`config.mk`:
```
export PLATFORM = sky130hd
export DESIGN_NAME = indexed_list_engine_top
export DESIGN_NICKNAME = d
export VERILOG_FILES = /design/src/ile_pkg.sv /design/src/indexed_list_engine_top.sv
export VERILOG_INCLUDE_DIRS = /design/src /design/src/src
export SDC_FILE = /design/constraint.sdc
export NUM_CORES = 2
export LEC_CHECK = 0
export BUFFER_PORTS_ARGS = -buffer_cell sky130_fd_sc_hd__buf_2
export CORE_UTILIZATION = 42
export CTS_CLUSTER_SIZE = 12
export DETAILED_ROUTE_END_ITERATION = 16
export PLACE_DENSITY = 0.71
export SYNTH_ARGS = -nofsm -noshare
export SYNTH_HDL_FRONTEND = slang
export SYNTH_SLANG_ARGS = --single-unit
export TNS_END_PERCENT = 10
```
`constraint.sdc`:
```
create_clock -name clk -period 5.77 [get_ports clk]
set_input_delay 0 -clock clk [delete_from_list [all_inputs] [get_ports clk]]
set_output_delay 0 -clock clk [all_outputs]
set_load 0.1 [all_outputs]
```
`src/indexed_list_engine_top_defines.svh`:
```
// Assertion macros for the indexed list engine.
`ifndef INDEXED_LIST_ENGINE_TOP_DEFINES_SVH
`define INDEXED_LIST_ENGINE_TOP_DEFINES_SVH

// Same-cycle implication, clocked on clk, off during reset.
`define ILE_ASSERT_NOW(label, ante, cons, msg) \
	label: assert property (@(posedge clk) disable iff (!arst_n) (ante) |-> (cons)) \
		else $error(msg);

// Next-cycle implication, clocked on clk, off during reset.
`define ILE_ASSERT_NEXT(label, ante, cons, msg) \
	label: assert property (@(posedge clk) disable iff (!arst_n) (ante) |=> (cons)) \
		else $error(msg);

`endif

```
`src/ile_pkg.sv`:
```
// Package: sizes, action codes and status codes of the indexed list engine.
package ile_pkg;

	localparam int CAPACITY   = 16;
	localparam int VALUE_BITS = 32;

	localparam int CNT_W = $clog2(CAPACITY + 1);
	localparam int IDX_W = $clog2(CAPACITY);
	localparam int CMP_W = (CNT_W > 5) ? CNT_W : 5;

	localparam logic [2:0] ACT_PUSH_HEAD = 3'd0;
	localparam logic [2:0] ACT_PUSH_TAIL = 3'd1;
	localparam logic [2:0] ACT_POP_HEAD  = 3'd2;
	localparam logic [2:0] ACT_POP_TAIL  = 3'd3;
	localparam logic [2:0] ACT_INSERT    = 3'd4;
	localparam logic [2:0] ACT_EXTRACT   = 3'd5;
	localparam logic [2:0] ACT_SWAP      = 3'd6;

	localparam logic [1:0] ST_DONE    = 2'd0;
	localparam logic [1:0] ST_IGNORED = 2'd1;
	localparam logic [1:0] ST_FULL    = 2'd2;

	typedef logic [VALUE_BITS-1:0] elem_t;

endpackage

```
`src/indexed_list_engine_top.sv`:
```
// Indexed list engine: ordered list of values held in a row of shifting cells.
//
// Use: drive action, value_in, index_a and index_b and raise start; the item
// is taken at a rising edge with start high and busy low. busy never rises, so
// an item may be issued on every cycle.
// Each item gives one result: value_out, status and length, valid for exactly
// one cycle while done is high. The receiver cannot hold results off.
// Flow: the item is registered at the accepting edge, all work is done in
// the following cycle against the cell row, and the result and done are
// registered from that work, with one item per cycle.
// Each cell loads its neighbour, the new value, a swap partner or itself by
// comparing its own position with the action position, so every action,
// shifts included, finishes in that cycle.
// The next item sees the list as left by the one before it.
// Reset clears the element count and the pipeline strobes; cell contents are
// not cleared and only positions below the count ever reach value_out.
module indexed_list_engine_top
	import ile_pkg::*;
(
	input  logic               clk,
	input  logic               arst_n,
	input  logic               start,
	output logic               busy,
	input  logic [2:0]         action,
	input  logic signed [31:0] value_in,
	input  logic [4:0]         index_a,
	input  logic [3:0]         index_b,
	output logic               done,
	output logic signed [31:0] value_out,
	output logic [1:0]         status,
	output logic [4:0]         length
);

	`include "indexed_list_engine_top_defines.svh"

	logic               valid_s1;
	logic [2:0]         action_s1;
	logic signed [31:0] value_in_s1;
	logic [4:0]         index_a_s1;
	logic [3:0]         index_b_s1;

	logic [CNT_W-1:0]   count_q;
	elem_t              elem_q [CAPACITY];
	elem_t              elem_d [CAPACITY];
	elem_t              prev_v [CAPACITY];
	elem_t              next_v [CAPACITY];

	logic               ins;
	logic               rem;
	logic               swp;
	logic [1:0]         st;
	logic [CMP_W-1:0]   pos;
	logic [CMP_W-1:0]   ia_w;
	logic [CMP_W-1:0]   ib_w;
	logic [CMP_W-1:0]   cnt_w;
	logic               full;
	elem_t              st_val;
	elem_t              rd_val;
	elem_t              a_val;
	elem_t              b_val;
	logic [CNT_W-1:0]   count_d;
	logic signed [31:0] vout;

	assign busy = 1'b0;

	// item register
	always_ff @(posedge clk or negedge arst_n) begin
		if (!arst_n) begin
			valid_s1 <= 1'b0;
		end else begin
			valid_s1 <= start && !busy;
		end
	end

	always_ff @(posedge clk) begin
		if (start && !busy) begin
			action_s1   <= action;
			value_in_s1 <= value_in;
			index_a_s1  <= index_a;
			index_b_s1  <= index_b;
		end
	end

	// decode
	assign ia_w   = CMP_W'(index_a_s1);
	assign ib_w   = CMP_W'(index_b_s1);
	assign cnt_w  = CMP_W'(count_q);
	assign full   = (count_q == CNT_W'(CAPACITY));
	assign st_val = VALUE_BITS'(value_in_s1);

	always_comb begin
		ins = 1'b0;
		rem = 1'b0;
		swp = 1'b0;
		st  = ST_IGNORED;
		pos = '0;
		unique case (action_s1) inside
			ACT_PUSH_HEAD, ACT_PUSH_TAIL: begin
				if (full) begin
					st = ST_FULL;
				end else begin
					ins = 1'b1;
					st  = ST_DONE;
					pos = (action_s1 == ACT_PUSH_HEAD) ? '0 : cnt_w;
				end
			end
			ACT_POP_HEAD, ACT_POP_TAIL: begin
				if (count_q != '0) begin
					rem = 1'b1;
					st  = ST_DONE;
					pos = (action_s1 == ACT_POP_HEAD) ? '0 : cnt_w - CMP_W'(1);
				end
			end
			ACT_INSERT: begin
				if (ia_w <= cnt_w) begin
					if (full) begin
						st = ST_FULL;
					end else begin
						ins = 1'b1;
						st  = ST_DONE;
						pos = ia_w;
					end
				end
			end
			ACT_EXTRACT: begin
				if (ia_w < cnt_w) begin
					rem = 1'b1;
					st  = ST_DONE;
					pos = ia_w;
				end
			end
			ACT_SWAP: begin
				if (ia_w < cnt_w && ib_w < cnt_w) begin
					swp = 1'b1;
					st  = ST_DONE;
				end
			end
			default: begin
			end
		endcase
	end

	// neighbour taps of the cell row
	for (genvar g = 0; g < CAPACITY; g++) begin : g_tap
		if (g == 0) begin : g_first
			assign prev_v[g] = elem_q[g];
		end else begin : g_mid
			assign prev_v[g] = elem_q[g-1];
		end
		if (g == CAPACITY - 1) begin : g_last
			assign next_v[g] = elem_q[g];
		end else begin : g_inner
			assign next_v[g] = elem_q[g+1];
		end
	end

	assign rd_val = elem_q[pos[IDX_W-1:0]];
	assign a_val  = elem_q[ia_w[IDX_W-1:0]];
	assign b_val  = elem_q[ib_w[IDX_W-1:0]];

	always_comb begin
		for (int i = 0; i < CAPACITY; i++) begin
			elem_d[i] = elem_q[i];
			if (ins) begin
				if (CMP_W'(i) == pos) begin
					elem_d[i] = st_val;
				end else if (CMP_W'(i) > pos) begin
					elem_d[i] = prev_v[i];
				end
			end else if (rem) begin
				if (CMP_W'(i) >= pos) begin
					elem_d[i] = next_v[i];
				end
			end else if (swp) begin
				if (CMP_W'(i) == ia_w) begin
					elem_d[i] = b_val;
				end else if (CMP_W'(i) == ib_w) begin
					elem_d[i] = a_val;
				end
			end
		end
	end

	always_comb begin
		count_d = count_q;
		if (ins) begin
			count_d = count_q + CNT_W'(1);
		end else if (rem) begin
			count_d = count_q - CNT_W'(1);
		end
	end

	assign vout = rem ? 32'($signed(rd_val)) : 32'sd0;

	// cell row
	always_ff @(posedge clk) begin
		if (valid_s1) begin
			for (int i = 0; i < CAPACITY; i++) begin
				elem_q[i] <= elem_d[i];
			end
		end
	end

	// count and result strobe
	always_ff @(posedge clk or negedge arst_n) begin
		if (!arst_n) begin
			count_q <= '0;
			done    <= 1'b0;
		end else begin
			done <= valid_s1;
			if (valid_s1) begin
				count_q <= count_d;
			end
		end
	end

	always_ff @(posedge clk) begin
		if (valid_s1) begin
			value_out <= vout;
			status    <= st;
			length    <= 5'(CMP_W'(count_d));
		end
	end

	`ILE_ASSERT_NEXT(a_result_follows, valid_s1, done, "accepted item gave no result")
	`ILE_ASSERT_NOW(a_count_range, 1'b1, count_q <= CNT_W'(CAPACITY),
		"element count above capacity")
	`ILE_ASSERT_NOW(a_reject_no_value, done && status != ST_DONE, value_out == 32'sd0,
		"rejected action returned a value")
	`ILE_ASSERT_NOW(a_reject_holds, done && status != ST_DONE, count_q == $past(count_q),
		"rejected action changed the count")

endmodule

```
==> summary.txt <==
Status = finished, final reports clean
Site row count = 125
Chip width = 345 um
Clock buffer depth = 3
Setup WS post-layout = 1040 ps
Via Count = 43200
Antenna-violating nets left = 0
Num Clock Sinks = 610
Fin crit share = 0.820
Synth Cell Area = 49500 sq um
Synthesis-to-finish area growth = 9.42%
Register area share after synthesis = 0.368
First-pass DRT Iterations = 8
Gr usage total = 0.315
Top_reg_cell synth = edfxtp_1
Die Ht = 345 um
Mapped Nets = 4475
Clock latency on the worst-skew pair = 660 ps
Yosys warns = 0
Asr flop ratio synth = 0.0115
CP max FO = 35
TritonCTS clock tree = built
Post-synth EDFFs = 595
Hold-fix buffers, CTS = 47
Largest family of logic cells by synthesized area = multiplexers
Simple-Gate Fraction of Synth Area = 0.0772
Worst min path class = in -> reg
Synth Area in Adders = 0.00253
F_max = 211 MHz
Num ports = 88
First-pass GRT wire length = 283000 um
Pre-CTS setup slack = 1220 ps
Unique cell type count in the Yosys netlist = 65
Post-cts resize count = 0
Crit Path Class = reg -> reg
WL/cell = 33.7 um
Die area = 119000 sq um
Initial Util = 0.425
Post-CTS Setup Bufs = 0
Pins Over Slew Limit = 0
CTS H-tree lvls = 3
Grt total ovfl = 0
Peak VDD IR = 0.306 mV
Fin. Hold Viols = 0
Worst rel slew slack = 0.160
Routability congestion estimate = 0.903
Synthesized area per cell = 11.2 sq um
Dpl cells = 5590
Critical Path End Type = register
Setup_tns = 0 ps
WP data required = 6110 ps
Cells after Synth = 4418
Initial antenna violation count = 0
Commonest cells after routing, fill and taps aside = mux2i_1 (1088), nand2_1 (735), edfxtp_1 (595)
Layout cells sized above 1 = 0.167
Finished Layout Cells = 5771
CP arrival = 5070 ps
Final Power = 21.7 mW
Mux cell area share after synthesis = 0.368
Final min period = 4730 ps
Avg Vias per Cell = 7.48
R2R cell count = 11
Nets = 4246
Slew @ Worst Pin = 1260 ps
Commonest non-fill, non-tap cell in the layout = mux2i_1
Placeable Area = 117000 sq um
Pwr per Cell Area = 401 nW/um^2
Post-DP HPWL = 100000 um
RSZ-0062 raised after global routing = no
Final core occ = 0.465
Synth Register Bits = 610
Clk root buf = clkbuf_16
Synth Area in Compound Gates = 0.136
Post-Synth XOR/XNOR Area = 0.00106
Final setup vio count = 0
Hold depth = 2
Leakage = 21.6 nW
Total CTS buffers = 74
Startpoint Class = register
Clk_skew = 30.6 ps
Residual DRC = 0
WL final = 195000 um
Iter 0 DRT Violations = 7069
Buffers on Ports = 86
Vias in the first global route = 41500
Clk slew on worst S/H paths = 60 ps
Largest net degree at the start of global routing = 199
Max Cap Viol = 0
==> critical path, cell delays in order (launching register included) <==
cell       delay, ps
dfrtp_1          520
inv_1            210
ha_1             310
and3_1           200
nand3_1          190
a2bb2oi_2        400
o21a_2           220
buf_4            720
and3_1           460
nand2_4          620
mux2i_1          390
o221ai_1         160
==> synth_stat cells (4+ instances only) <==
cell type,instances,share of area
xnor2_1,6,0.0011
a31oi_1,4,0.00051
a211oi_1,34,0.0052
nand2_1,753,0.057
mux4_2,320,0.15
mux2i_1,1088,0.22
nor2_1,11,0.00083
nor2b_1,45,0.0057
a311oi_1,5,0.00088
buf_1,36,0.0027
ha_1,10,0.0025
a21oi_1,238,0.024
edfxtp_1,595,0.36
dfxtp_1,8,0.0032
inv_1,7,0.00053
buf_2,45,0.0046
a221oi_1,37,0.0065
mux2_2,9,0.0020
o21ai_1,6,0.00061
clkbuf_1,405,0.031
dfrtp_1,7,0.0035
a2111oi_0,32,0.0057
buf_4,49,0.0074
o21ai_0,36,0.0036
o221ai_1,449,0.079
nand3_1,9,0.00091
a22oi_1,33,0.0050
and3_1,5,0.00063
buf_6,6,0.0014
nor3_1,74,0.0075
==> path summary, 6_finish.rpt <==
kind | start | to | slack, ps
worst max-delay path | cnt_w[2] | elem_q[7][5] | 1040
worst min-delay path | value_in[8] | st_val[8] | 50
worst max register to register | cnt_w[2] | elem_q[7][5] | 1040
worst min register to register | elem_q[15][7] | elem_q[14][7] | 630
max in group asynchronous | arst_n | valid_s1 | 5130
min in group asynchronous | arst_n | done | 330
==> metrics by stage <==
stage / hold WS [ps] / area, sq um
6_report: 53.6 / 54200
3_3_place_gp: -147 / 51200
3_5_place_dp: -145 / 51200
2_1_floorplan: -296 / 49500
4_1_cts: 27.3 / 54200
5_1_grt: 57.1 / 54200
==> sequential cells by signal, summed over array words and instances, names as in the netlist, named ones only <==
name        cells
action_s1       3
cnt_w           5
value_out      32
ia_w            5
length          5
status          2
index_b_s1      4
done            1
elem_q        512
valid_s1        1
st_val         32
==> routing by layer <==
metal  vias to the layer above  share of wire  global-route usage
met1                     20900           0.35               0.410
met2                      4087           0.42               0.451
met5                         -              0                   0
li1                      17200              -                   -
met4                         0          0.073               0.192
met3                       913           0.16               0.108
==> report_power, final <==
| group | switching (mW) | internal [mW] | total (mW) | leakage (nW) |
|---|---|---|---|---|
| combinational | 6.04 | 3.49 | 9.52 | 14.7 |
| clock | 2.10 | 2.82 | 4.93 | 1.19 |
| sequential | 1.06 | 6.19 | 7.25 | 5.70 |
==> area by class of cell <==
class                           count  area, sq um
Antenna cell                        2         5.00
Clock buffer                       89         2030
Clock inverter                     43          403
Fill cell                       10400        62400
Inverter                            7         26.3
Multi-Input combinational cell   3259        29500
Sequential cell                   610        18200
Tap cell                         1524         1910
Timing Repair Buffer              237         2060
==> cell families (layout without fill, tap and decap cells) <==
group	count (synthesis)	count (layout)
AOI/OAI and AO/OA	899	899
xor gates and xnor gates	6	6
adders and majority gates	10	10
buffers and inverters	549	376
DFF	610	610
muxes	1417	1417
other	1	3
and+or+nand+nor	926	926
(Power assumes the default switching activity.)
